$ cat src/rtl/mavq_pkg.sv
package mavq_pkg;

   // Window and sample geometry
   localparam int WINDOW_LOG2 = 7;
   localparam int WINDOW_LEN  = 1 << WINDOW_LOG2;
   localparam int POS_W       = WINDOW_LOG2;
   localparam int SAMPLE_W    = 20;
   localparam int SUM_W       = SAMPLE_W + WINDOW_LOG2;
   localparam int DIFF_W      = SAMPLE_W + 1;

   // Configuration register widths
   localparam int THRESH_W    = 20;
   localparam int OFFSET_W    = 20;
   localparam int SCALE_W     = 16;
   localparam int SHIFT_W     = 5;
   localparam int CSR_DATA_W  = 20;
   localparam int CSR_INDEX_W = 2;

   localparam logic [THRESH_W-1:0] THRESH_RESET = THRESH_W'(1000);
   localparam logic [SCALE_W-1:0]  SCALE_RESET  = SCALE_W'(1);

   // Millivolt conversion
   localparam int PROD_W = DIFF_W + SCALE_W + 1;
   localparam int MV_W   = 16;
   localparam int MV_MAX = (1 << (MV_W - 1)) - 1;
   localparam int MV_MIN = -(1 << (MV_W - 1));

   // Note quantization: round to nearest step, clamp to NOTE_STEPS
   localparam int NOTE_STEPS    = 60;
   localparam int FULL_SCALE_MV = 5000;
   localparam int STEP_MV       = FULL_SCALE_MV / NOTE_STEPS;
   localparam int ROUND_BIAS    = STEP_MV - STEP_MV / 2;
   localparam int CLAMP_MV      = NOTE_STEPS * STEP_MV - ROUND_BIAS;
   localparam int NOTE_W        = $clog2(NOTE_STEPS + 1);
   localparam int ROUND_W       = 13;
   localparam int RECIP_SHIFT   = 25;
   localparam int RECIP         = ((1 << RECIP_SHIFT) + STEP_MV - 1) / STEP_MV;
   localparam int RECIP_W       = $clog2(RECIP + 1);
   localparam int QPROD_W       = ROUND_W + RECIP_W;
   localparam int PWM_W         = 13;
   localparam int ROM_DEPTH     = 1 << NOTE_W;

   typedef enum logic [CSR_INDEX_W-1:0] {
      CSR_SLOPE_THRESHOLD = 2'd0,
      CSR_COUNT_OFFSET    = 2'd1,
      CSR_MV_SCALE        = 2'd2,
      CSR_MV_SHIFT        = 2'd3
   } csr_index_type;

   typedef struct packed {
      logic signed [OFFSET_W-1:0] count_offset;
      logic [SCALE_W-1:0]         mv_scale;
      logic [SHIFT_W-1:0]         mv_shift;
   } conv_cfg_type;

   typedef struct packed {
      logic signed [SAMPLE_W-1:0] average;
      logic                       refilled;
   } win_out_type;

   // Lowest member last, so the struct packs straight into tdata
   typedef struct packed {
      logic                       filter_refilled;
      logic                       step_changed;
      logic [PWM_W-1:0]           pwm_compare;
      logic [NOTE_W-1:0]          note_step;
      logic signed [MV_W-1:0]     millivolts;
      logic signed [SAMPLE_W-1:0] average_counts;
   } result_type;

   localparam int RESULT_W   = $bits(result_type);
   localparam int RSP_DATA_W = ((RESULT_W + 7) / 8) * 8;
   localparam int REQ_DATA_W = ((SAMPLE_W + 7) / 8) * 8;

   typedef logic [PWM_W-1:0] pwm_rom_type [ROM_DEPTH];

   function automatic pwm_rom_type build_pwm_rom();
      pwm_rom_type rom;
      for (int i = 0; i < ROM_DEPTH; i++) begin
         if (i <= NOTE_STEPS) begin
            rom[i] = PWM_W'((i * 2 * FULL_SCALE_MV / NOTE_STEPS + 1) / 2);
         end else begin
            rom[i] = '0;
         end
      end
      return rom;
   endfunction

   localparam pwm_rom_type PWM_ROM = build_pwm_rom();

endpackage

$ cat src/rtl/mavq_ram.sv
module mavq_ram #(
   parameter int WIDTH = 8,
   parameter int DEPTH = 16
) (
   input  logic                     clock,
   input  logic                     wr_en,
   input  logic [$clog2(DEPTH)-1:0] wr_addr,
   input  logic [WIDTH-1:0]         wr_data,
   input  logic [$clog2(DEPTH)-1:0] rd_addr,
   output logic [WIDTH-1:0]         rd_data
);

   logic [WIDTH-1:0] mem [DEPTH];
   logic [WIDTH-1:0] rd_data_ff;

   always_ff @(posedge clock) begin
      if (wr_en) begin
         mem[wr_addr] <= wr_data;
      end
      rd_data_ff <= mem[rd_addr];
   end

   assign rd_data = rd_data_ff;

endmodule

$ cat src/rtl/mavq_window.sv
module mavq_window
   import mavq_pkg::*;
(
   input  logic                       clock,
   input  logic                       reset,
   input  logic                       in_valid,
   output logic                       in_ready,
   input  logic signed [SAMPLE_W-1:0] sample,
   input  logic [THRESH_W-1:0]        slope_threshold,
   output logic                       out_valid,
   input  logic                       out_ready,
   output win_out_type                out_data
);

   logic signed [SUM_W-1:0]    sum_ff, sum_in;
   logic signed [SAMPLE_W-1:0] fill_ff, fill_in;
   logic [POS_W-1:0]           pos_ff, pos_in;
   logic [WINDOW_LEN-1:0]      stale_ff, stale_in;
   logic                       primed_ff, primed_in;
   logic                       valid_ff, valid_in;
   logic                       refill_ff, refill_in;

   logic                       accept;
   logic                       refill;
   logic signed [DIFF_W-1:0]   diff;
   logic [DIFF_W-1:0]          mag;
   logic signed [SAMPLE_W-1:0] oldest;
   logic [SAMPLE_W-1:0]        rd_data;
   logic                       wr_en;
   logic signed [SAMPLE_W-1:0] average;

   // Read address follows the next position, so the oldest entry is already
   // registered when the following sample arrives. Write goes to the current
   // position, which never equals the read address.
   mavq_ram #(
      .WIDTH (SAMPLE_W),
      .DEPTH (WINDOW_LEN)
   ) u_window_ram (
      .clock   (clock),
      .wr_en   (wr_en),
      .wr_addr (pos_ff),
      .wr_data (sample),
      .rd_addr (pos_in),
      .rd_data (rd_data)
   );

   assign average = sum_ff[SUM_W-1:WINDOW_LOG2];

   always_comb begin
      in_ready  = !valid_ff || out_ready;
      accept    = in_valid && in_ready;
      diff      = DIFF_W'(average) - DIFF_W'(sample);
      mag       = diff[DIFF_W-1] ? DIFF_W'(-diff) : DIFF_W'(diff);
      refill    = !primed_ff || (mag > DIFF_W'(slope_threshold));
      oldest    = stale_ff[pos_ff] ? fill_ff : signed'(rd_data);

      sum_in    = sum_ff;
      fill_in   = fill_ff;
      pos_in    = pos_ff;
      stale_in  = stale_ff;
      primed_in = primed_ff;
      valid_in  = valid_ff;
      refill_in = refill_ff;
      wr_en     = 1'b0;

      if (in_ready) begin
         valid_in = in_valid;
      end
      if (accept) begin
         refill_in = refill;
         if (refill) begin
            stale_in  = '1;
            fill_in   = sample;
            sum_in    = {sample, {WINDOW_LOG2{1'b0}}};
            pos_in    = '0;
            primed_in = 1'b1;
         end else begin
            sum_in           = sum_ff - SUM_W'(oldest) + SUM_W'(sample);
            stale_in[pos_ff] = 1'b0;
            pos_in           = pos_ff + 1'b1;
            wr_en            = 1'b1;
         end
      end
   end

   always_ff @(posedge clock) begin
      if (reset) begin
         sum_ff    <= '0;
         pos_ff    <= '0;
         stale_ff  <= '1;
         primed_ff <= 1'b0;
         valid_ff  <= 1'b0;
      end else begin
         sum_ff    <= sum_in;
         pos_ff    <= pos_in;
         stale_ff  <= stale_in;
         primed_ff <= primed_in;
         valid_ff  <= valid_in;
      end
      fill_ff   <= fill_in;
      refill_ff <= refill_in;
   end

   assign out_valid         = valid_ff;
   assign out_data.average  = average;
   assign out_data.refilled = refill_ff;

   a_no_rw_collision: assert property (@(posedge clock) disable iff (reset)
      wr_en |-> pos_ff != pos_in)
      else $error("window RAM read and write hit the same entry");

   a_refill_restart: assert property (@(posedge clock) disable iff (reset)
      accept && refill |=> pos_ff == '0 && stale_ff == '1 && primed_ff)
      else $error("refill did not restart the window");

   a_hold_on_stall: assert property (@(posedge clock) disable iff (reset)
      valid_ff && !out_ready |=> valid_ff && $stable(sum_ff))
      else $error("window state moved while its result was stalled");

endmodule

$ cat src/rtl/mavq_convert.sv
module mavq_convert
   import mavq_pkg::*;
(
   input  logic         clock,
   input  logic         reset,
   input  conv_cfg_type cfg,
   input  logic         in_valid,
   output logic         in_ready,
   input  win_out_type  in_data,
   output logic         out_valid,
   input  logic         out_ready,
   output result_type   out_data
);

   // a: offset removed, b: scaled, c: shifted and saturated,
   // d: note step, e: output register with ROM lookup
   logic                       a_valid_ff, a_valid_in;
   logic signed [DIFF_W-1:0]   a_diff_ff, a_diff_in;
   logic signed [SAMPLE_W-1:0] a_avg_ff, a_avg_in;
   logic                       a_ref_ff, a_ref_in;

   logic                       b_valid_ff, b_valid_in;
   logic signed [PROD_W-1:0]   b_prod_ff, b_prod_in;
   logic signed [SAMPLE_W-1:0] b_avg_ff, b_avg_in;
   logic                       b_ref_ff, b_ref_in;

   logic                       c_valid_ff, c_valid_in;
   logic signed [MV_W-1:0]     c_mv_ff, c_mv_in;
   logic signed [SAMPLE_W-1:0] c_avg_ff, c_avg_in;
   logic                       c_ref_ff, c_ref_in;

   logic                       d_valid_ff, d_valid_in;
   logic [NOTE_W-1:0]          d_step_ff, d_step_in;
   logic signed [MV_W-1:0]     d_mv_ff, d_mv_in;
   logic signed [SAMPLE_W-1:0] d_avg_ff, d_avg_in;
   logic                       d_ref_ff, d_ref_in;

   logic                       e_valid_ff, e_valid_in;
   result_type                 e_res_ff, e_res_in;
   logic [NOTE_W-1:0]          prev_step_ff, prev_step_in;

   logic                       a_ready, b_ready, c_ready, d_ready, e_ready;
   logic signed [SCALE_W:0]    scale_s;
   logic signed [PROD_W-1:0]   shifted;
   logic [ROUND_W-1:0]         round_x;
   logic [QPROD_W-1:0]         qprod;

   always_comb begin
      e_ready  = !e_valid_ff || out_ready;
      d_ready  = !d_valid_ff || e_ready;
      c_ready  = !c_valid_ff || d_ready;
      b_ready  = !b_valid_ff || c_ready;
      a_ready  = !a_valid_ff || b_ready;
      in_ready = a_ready;

      scale_s = signed'({1'b0, cfg.mv_scale});
      shifted = b_prod_ff >>> cfg.mv_shift;
      round_x = c_mv_ff[ROUND_W-1:0] + ROUND_W'(ROUND_BIAS);
      qprod   = QPROD_W'(round_x) * QPROD_W'(RECIP);

      a_valid_in = a_valid_ff;  a_diff_in = a_diff_ff;  a_avg_in = a_avg_ff;
      a_ref_in   = a_ref_ff;
      b_valid_in = b_valid_ff;  b_prod_in = b_prod_ff;  b_avg_in = b_avg_ff;
      b_ref_in   = b_ref_ff;
      c_valid_in = c_valid_ff;  c_mv_in   = c_mv_ff;    c_avg_in = c_avg_ff;
      c_ref_in   = c_ref_ff;
      d_valid_in = d_valid_ff;  d_step_in = d_step_ff;  d_mv_in  = d_mv_ff;
      d_avg_in   = d_avg_ff;    d_ref_in  = d_ref_ff;
      e_valid_in = e_valid_ff;  e_res_in  = e_res_ff;
      prev_step_in = prev_step_ff;

      if (a_ready) begin
         a_valid_in = in_valid;
         if (in_valid) begin
            a_diff_in = DIFF_W'(in_data.average) - DIFF_W'(cfg.count_offset);
            a_avg_in  = in_data.average;
            a_ref_in  = in_data.refilled;
         end
      end

      if (b_ready) begin
         b_valid_in = a_valid_ff;
         if (a_valid_ff) begin
            b_prod_in = a_diff_ff * scale_s;
            b_avg_in  = a_avg_ff;
            b_ref_in  = a_ref_ff;
         end
      end

      if (c_ready) begin
         c_valid_in = b_valid_ff;
         if (b_valid_ff) begin
            if (shifted > signed'(PROD_W'(MV_MAX))) begin
               c_mv_in = MV_W'(MV_MAX);
            end else if (shifted < signed'(PROD_W'(MV_MIN))) begin
               c_mv_in = MV_W'(MV_MIN);
            end else begin
               c_mv_in = shifted[MV_W-1:0];
            end
            c_avg_in = b_avg_ff;
            c_ref_in = b_ref_ff;
         end
      end

      if (d_ready) begin
         d_valid_in = c_valid_ff;
         if (c_valid_ff) begin
            // floor((mv + bias) / step) by reciprocal; exact below the clamp point
            if (c_mv_ff[MV_W-1]) begin
               d_step_in = '0;
            end else if (c_mv_ff[MV_W-2:0] >= (MV_W-1)'(CLAMP_MV)) begin
               d_step_in = NOTE_W'(NOTE_STEPS);
            end else begin
               d_step_in = qprod[RECIP_SHIFT +: NOTE_W];
            end
            d_mv_in  = c_mv_ff;
            d_avg_in = c_avg_ff;
            d_ref_in = c_ref_ff;
         end
      end

      if (e_ready) begin
         e_valid_in = d_valid_ff;
         if (d_valid_ff) begin
            e_res_in.average_counts  = d_avg_ff;
            e_res_in.millivolts      = d_mv_ff;
            e_res_in.note_step       = d_step_ff;
            e_res_in.pwm_compare     = PWM_ROM[d_step_ff];
            e_res_in.step_changed    = d_step_ff != prev_step_ff;
            e_res_in.filter_refilled = d_ref_ff;
            prev_step_in             = d_step_ff;
         end
      end
   end

   always_ff @(posedge clock) begin
      if (reset) begin
         a_valid_ff   <= 1'b0;
         b_valid_ff   <= 1'b0;
         c_valid_ff   <= 1'b0;
         d_valid_ff   <= 1'b0;
         e_valid_ff   <= 1'b0;
         prev_step_ff <= '0;
      end else begin
         a_valid_ff   <= a_valid_in;
         b_valid_ff   <= b_valid_in;
         c_valid_ff   <= c_valid_in;
         d_valid_ff   <= d_valid_in;
         e_valid_ff   <= e_valid_in;
         prev_step_ff <= prev_step_in;
      end
      a_diff_ff <= a_diff_in;  a_avg_ff <= a_avg_in;  a_ref_ff <= a_ref_in;
      b_prod_ff <= b_prod_in;  b_avg_ff <= b_avg_in;  b_ref_ff <= b_ref_in;
      c_mv_ff   <= c_mv_in;    c_avg_ff <= c_avg_in;  c_ref_ff <= c_ref_in;
      d_step_ff <= d_step_in;  d_mv_ff  <= d_mv_in;   d_avg_ff <= d_avg_in;
      d_ref_ff  <= d_ref_in;
      e_res_ff  <= e_res_in;
   end

   assign out_valid = e_valid_ff;
   assign out_data  = e_res_ff;

   a_step_in_range: assert property (@(posedge clock) disable iff (reset)
      d_valid_ff |-> d_step_ff <= NOTE_W'(NOTE_STEPS))
      else $error("note step above top step");

   a_prev_tracks_out: assert property (@(posedge clock) disable iff (reset)
      e_valid_ff |-> e_res_ff.note_step == prev_step_ff)
      else $error("previous step out of line with the presented result");

   a_ready_chain: assert property (@(posedge clock) disable iff (reset)
      out_ready |-> in_ready)
      else $error("pipeline blocks input while the output drains");

endmodule

$ cat src/rtl/moving_average_note_quantizer.sv
// Channel   Direction  Ports        Payload
// req       in         req_t*       sample
// rsp       out        rsp_t*       average_counts, millivolts, note_step, pwm_compare,
//                                   step_changed, filter_refilled
// csr       in         csr_*        slope_threshold, count_offset, mv_scale, mv_shift
//
// One sample per cycle while the rsp channel is not stalled; the window register and stages
// a to e of the conversion lie between a req transaction and its matching rsp transaction.
// Throughput is set by the window update: the oldest entry is read ahead into the RAM output
// register from the next position, then subtracted and the new sample added as it is accepted.
// Synchronous reset; no clearing pass, stale bits in flops cover the whole window.
// A stalled rsp channel holds each stage that is full; empty stages still fill.
module moving_average_note_quantizer
   import mavq_pkg::*;
(
   input  logic                   clock,
   input  logic                   reset,
   input  logic                   req_tvalid,
   output logic                   req_tready,
   input  logic [REQ_DATA_W-1:0]  req_tdata,   // [19:0] sample
   output logic                   rsp_tvalid,
   input  logic                   rsp_tready,
   output logic [RSP_DATA_W-1:0]  rsp_tdata,   // [19:0] average_counts, [35:20] millivolts,
                                               // [41:36] note_step, [54:42] pwm_compare,
                                               // [55] step_changed, [56] filter_refilled
   input  logic                   csr_we,
   input  logic [CSR_INDEX_W-1:0] csr_index,
   input  logic [CSR_DATA_W-1:0]  csr_wdata
);

   logic [THRESH_W-1:0]        thresh_ff, thresh_in;
   logic signed [OFFSET_W-1:0] offset_ff, offset_in;
   logic [SCALE_W-1:0]         scale_ff, scale_in;
   logic [SHIFT_W-1:0]         shift_ff, shift_in;

   conv_cfg_type cfg;
   win_out_type  win_data;
   logic         win_valid;
   logic         win_ready;
   result_type   result;

   always_comb begin
      thresh_in = thresh_ff;
      offset_in = offset_ff;
      scale_in  = scale_ff;
      shift_in  = shift_ff;
      if (csr_we) begin
         case (csr_index_type'(csr_index))
            CSR_SLOPE_THRESHOLD: thresh_in = csr_wdata[THRESH_W-1:0];
            CSR_COUNT_OFFSET:    offset_in = signed'(csr_wdata[OFFSET_W-1:0]);
            CSR_MV_SCALE:        scale_in  = csr_wdata[SCALE_W-1:0];
            CSR_MV_SHIFT:        shift_in  = csr_wdata[SHIFT_W-1:0];
            default: ;
         endcase
      end
   end

   always_ff @(posedge clock) begin
      if (reset) begin
         thresh_ff <= THRESH_RESET;
         offset_ff <= '0;
         scale_ff  <= SCALE_RESET;
         shift_ff  <= '0;
      end else begin
         thresh_ff <= thresh_in;
         offset_ff <= offset_in;
         scale_ff  <= scale_in;
         shift_ff  <= shift_in;
      end
   end

   assign cfg.count_offset = offset_ff;
   assign cfg.mv_scale     = scale_ff;
   assign cfg.mv_shift     = shift_ff;

   mavq_window u_window (
      .clock           (clock),
      .reset           (reset),
      .in_valid        (req_tvalid),
      .in_ready        (req_tready),
      .sample          (signed'(req_tdata[SAMPLE_W-1:0])),
      .slope_threshold (thresh_ff),
      .out_valid       (win_valid),
      .out_ready       (win_ready),
      .out_data        (win_data)
   );

   mavq_convert u_convert (
      .clock     (clock),
      .reset     (reset),
      .cfg       (cfg),
      .in_valid  (win_valid),
      .in_ready  (win_ready),
      .in_data   (win_data),
      .out_valid (rsp_tvalid),
      .out_ready (rsp_tready),
      .out_data  (result)
   );

   assign rsp_tdata = {{(RSP_DATA_W-RESULT_W){1'b0}}, result};

endmodule

$ cat config.mk
export PLATFORM = sky130hd
export DESIGN_NAME = moving_average_note_quantizer
export DESIGN_NICKNAME = d
export VERILOG_FILES = /design/src/rtl/mavq_pkg.sv /design/src/rtl/mavq_ram.sv /design/src/rtl/mavq_window.sv /design/src/rtl/mavq_convert.sv /design/src/rtl/moving_average_note_quantizer.sv
export SDC_FILE = /design/constraint.sdc
export NUM_CORES = 2
export LEC_CHECK = 0
export ABC_AREA = 0
export BUFFER_PORTS_ARGS = -buffer_cell sky130_fd_sc_hd__buf_2
export CORE_MARGIN = 3
export CORE_UTILIZATION = 44
export CTS_BUF_LIST = sky130_fd_sc_hd__clkbuf_2
export CTS_CLUSTER_DIAMETER = 50
export CTS_CLUSTER_SIZE = 8
export DETAILED_ROUTE_END_ITERATION = 8
export SLEW_MARGIN = 20
export SYNTH_ARGS = -nofsm -noshare
export SYNTH_HDL_FRONTEND = slang
export SYNTH_SLANG_ARGS = --single-unit
$ cat constraint.sdc
create_clock -name clock -period 15.4 [get_ports clock]
set_input_delay 2.31 -clock clock [delete_from_list [all_inputs] [get_ports clock]]
set_output_delay 2.31 -clock clock [all_outputs]
set_load 0.005 [all_outputs]
==> out/metrics.csv <==
stage,metric,value,unit
status,run_status,finished clean,
setup_path,cp.arrival,11.90,ns
placed_design,place_area,148600,sq um
sta,setup_ws,5.377,ns
route,drtAntennaViolNets,0,
clock_network,cts_made_buffers,437,
clock_network,clk_pin_slew_worst_paths,0.15,ns
floorplanning,die_h,575.8,microns
global_routing,grt_max_degree,173,
layout,design_area,151900,sq um
floorplanning,core_area,322200,sq um
power,swShare,0.3268,
setup_path,cp.required,17.28,ns
clock_network,insertion_delay,2.02,ns
global_routing,grtUsageTotal,0.2410,
sta,setup_viol,0,
power,power_frac_clock,0.217,
route,vias,94150,
sta,rsz0062_at_grt,no,
setup_path,cpMaxStageDelayCell,nor4_1,
synth,ys_types,95,
setup_path,cpPeakStageDelay,0.96,ns
layout,nFillCells,28860,
synth,synth_simple_gate_area_frac,0.1341,
sta,tns,0,ns
synth,synth_fa_ha_area_frac,0.08757,
clock_network,clock_sinks,3075,
clock_network,cts_buffer_depth,4,
synth,synth_seq_area_share,0.6284,
sta,hold_viol_final,0,
clock_network,cts_root_buf,clkbuf_2,
sta,finClkSkew,0.3197,ns
setup_path,worst-path-max-fanout,69,
layout,stdcell_count,16290,
layout,fin_util,0.4714,
setup_path,r2r_end,u_window.u_window_ram.rd_data[3]$_DFF_P_,
global_routing,antenna_found_initial,24,
power,power,17.79,mW
sta,worst_pin_slew,1.190,ns
setup_path,worstReg2RegStart,u_window.sum_ff[9]$_SDFFE_PP0P_,
placed_design,pre_cts_ws,3.437,ns
power,seqPwrFrac,0.531,
sta,fin_crit_sh,0.6509,
synth,synth_seq_cells,3075,
synth,synthFlopType,edfxtp_1,
power,leakage,53.55,nW
setup_path,critPathKind,input pin to register,
worst_hold_path,hp-class,register to register,
synth,muxShareOfSynthArea,0.02462,
floorplanning,die-area,331500,sq um
floorplanning,io_pins,117,
clock_network,htreeDepth,5,
floorplanning,initial_utilization,0.4434,
global_routing,grt_pass1_wl,601.2,mm
floorplanning,rows,208,
sta,relSlewSlack,0.1990,
placed_design,port-buffer-count,105,
power,power_switching,5.812,mW
setup_path,crit_path_end_kind,register,
clock_network,cts-resized-gates,0,
layout,multi_input_area,48060,sq um
setup_path,critPathBufInv,4,
synth,synth_top_family_by_area,simple AND/OR/NAND/NOR gates,
sta,period_minus_slack,10.02,ns
layout,syn2layout_area_growth,6.308,%
placed_design,dpl.hpwl,246.3,mm
power,comb_power_share,0.252,
layout,drive_gt1_frac,0.1072,
setup_path,r2r_cells,27,
setup_path,r2r_slack,6.02,ns
power,p_int,11.98,mW
layout,fin_nets,12600,
route,via_per_inst,5.782,
power,power_density,117.1,nW/um^2
synth,yosys.area_share.xor_xnor,0.007909,
route,first_iter_violations,9676,
worst_hold_path,hold-path-cell-count,0,
placed_design,place_congestion,0.8987,
clock_network,cts_setup_buffers,0,
synth,async_reset_ff_frac,0,
floorplanning,fp.dieW,575.8,microns
synth,synthesis.area,142900,sq um
setup_path,crit_path_start_kind,input pin,
placed_design,dp_cells,15680,
sta,whs,0.3833,ns
route,drt-total-wl,407.8,mm
global_routing,first_global_vias,92700,
clock_network,cts_tree,built,
setup_path,cp_common_cell,buf_4,
synth,yosys_warnings,0,
route,wl_per_cell,25.04,microns
synth,synth_compound_area_frac,0.07684,
flow_run,max_cap_violations,0,
route,drc_errors,0,
sta,slew_viol_final,0,
route,firstDrtPassIters,6,
global_routing,gr-total-overflow,0,
worst_hold_path,min_to,u_convert.b_avg_ff[10]$_DFFE_PP_,
setup_path,critical_path.top_delay_family,simple AND/OR/NAND/NOR gates,
power,ir_worst_vdd,0.0001054,V
sta,fmax,99.77,MHz
worst_hold_path,min-delay-start,u_convert.a_avg_ff[10]$_DFFE_PP_,
layout,layout.area.seq,89780,sq um
synth,avgSynthCellArea,12.17,sq um
synth,synth_edf_count,2819,
synth,synth_cells,11740,
clock_network,cts_hold_buf,0,
==> power by group through the flow <==
stage	Clock [mW]	Combinational [mW]	Sequential [mW]
after floorplan	0	3.21	9.49
after global placement	0	4.35	9.62
after detailed placement	0	4.43	9.63
after CTS	3.99	4.46	9.44
after global routing	4.33	4.99	9.45
final	3.87	4.48	9.44
==> placed cells by master (no fill, tap or decap), types with 20 or more instances in the layout <==
cell / synthesis / final
edfxtp_1: 2819 / 2819
nand2_1: 2468 / 2461
inv_1: 689 / 688
nand3_1: 686 / 686
a21oi_1: 568 / 564
clkbuf_2: 1 / 540
fa_1: 438 / 438
nor2_1: 544 / 413
o21ai_0: 338 / 336
ha_1: 299 / 299
dfxtp_1: 256 / 253
buf_4: 35 / 241
a31oi_1: 211 / 210
and3_1: 184 / 183
a211oi_1: 182 / 182
and2_1: 157 / 154
nor3_1: 142 / 139
mux4_2: 118 / 118
a311oi_1: 94 / 94
nor2_2: 0 / 94
xnor2_1: 86 / 86
buf_2: 156 / 84
nor4_1: 77 / 75
a22oi_1: 75 / 75
mux2i_1: 60 / 60
xor2_1: 43 / 43
a21o_1: 40 / 40
nor2_4: 0 / 37
nor2b_1: 32 / 31
nand2b_1: 28 / 28
a221oi_1: 27 / 27
nand4_1: 24 / 24
mux2_2: 23 / 23
o21ai_1: 23 / 23
o21a_1: 20 / 20
==> metal layers <==
metal  vias up  part of all wire  track usage  routed length, microns
met2      4004              0.46       0.3815                  188700
met4        12             0.047       0.1049                   19190
li1      41980                 -            -                       -
met3       882             0.084      0.04531                   34410
met1     47280              0.41       0.3257                  165400
met5         -           0.00019            0                      79
==> flip-flops by register name, indices dropped and copies added (netlist names), 7 cells and up <==
register                       cells
thresh_ff                         20
u_convert.b_avg_ff                20
u_window.fill_ff                  20
u_convert.c_mv_ff                 16
scale_ff                          16
u_convert.c_avg_ff                20
offset_ff                         20
u_window.pos_ff                    7
u_convert.d_mv_ff                 16
u_convert.d_avg_ff                20
u_window.u_window_ram.mem       2560
u_convert.a_diff_ff               21
u_window.stale_ff                128
u_window.sum_ff                   27
u_convert.a_avg_ff                20
u_convert.out_data                57
u_window.u_window_ram.rd_data     20
u_convert.b_prod_ff               38
==> worst reg2reg max path, stage by stage (launching register included) <==
cell and delay [ns]:
dfxtp_1 0.59, ha_1 0.36, nor2b_4 0.16, o2111a_1 0.28, nor3_2 0.29, a21oi_1 0.18, or3_1 0.39, a311oi_1 0.66
and3_1 0.32, nand3b_1 0.12, o21ai_0 0.21, xnor2_1 0.11, ha_1 0.34, o21a_1 0.12, o21ai_0 0.06, and3b_1 0.16
a31oi_1 0.18, o31a_1 0.38, nor3_1 0.10, o21ai_2 0.13, and2_4 0.36, buf_4 0.78, or3_2 0.70, buf_4 0.41
nor3_1 0.10, nor4_1 0.96, a31oi_1 0.40, nor4_1 0.41
==> cells in the mapped netlist, drive strengths merged (28+ instances only) <==
| cell type | number | area (sq um) |
|---|---|---|
| clkbuf | 463 | 1739 |
| nor2b | 33 | 214.0 |
| xnor2 | 86 | 753.2 |
| a311oi | 94 | 823.3 |
| and2 | 158 | 988.5 |
| edfxtp | 2819 | 84650 |
| nand3 | 686 | 3433 |
| a211oi | 184 | 1399 |
| nor4 | 77 | 481.7 |
| a21oi | 569 | 2851 |
| inv | 690 | 2590 |
| o21ai | 364 | 1841 |
| fa | 438 | 8768 |
| buf | 272 | 1461 |
| nand2 | 2469 | 9270 |
| a22oi | 75 | 563.0 |
| a31oi | 211 | 1320 |
| dfxtp | 256 | 5125 |
| xor2 | 43 | 376.6 |
| ha | 299 | 3741 |
| mux2i | 60 | 600.6 |
| nand2b | 28 | 175.2 |
| nor3 | 143 | 720.7 |
| mux4 | 118 | 2658 |
| a21o | 40 | 300.3 |
| nor2 | 544 | 2042 |
| and3 | 184 | 1151 |
==> cells by family (layout without fill, tap and decap cells) <==
kind of cell	Yosys count	in the layout
buf+inv	1425	1644
fa+ha+maj	737	737
xor+xnor	129	129
simple gates	4418	4418
mux	201	201
flops	3075	3075
other cells	1	19
compound gates	1757	1757
==> layout make-up <==
cell class,count,share of cell area
clock buffer,540,0.01780
antenna,12,0.0001977
multi-input combinational,7249,0.3164
inverter,690,0.01705
tap,4305,0.03547
sequential,3075,0.5912
clock inverter,55,0.003617
timing repair buffer,359,0.01827
==> how the worst max path moves through the flow <==
stage,startpoint,endpoint,slack (ns),cells past startpoint
after detailed placement,req_tdata[2],u_window.u_window_ram.rd_data[3]$_DFF_P_,3.44,29
after CTS,req_tdata[2],u_window.u_window_ram.rd_data[3]$_DFF_P_,5.75,29
after global routing,req_tdata[2],u_window.u_window_ram.rd_data[3]$_DFF_P_,5.03,28
after floorplan,req_tdata[2],u_window.u_window_ram.mem[31][0]$_DFFE_PP_,6.42,23
final,req_tdata[2],u_window.u_window_ram.rd_data[3]$_DFF_P_,5.38,29
after global placement,req_tdata[2],u_window.u_window_ram.rd_data[0]$_DFF_P_,3.55,29
Note: power is estimated with default switching activity, not from simulation.
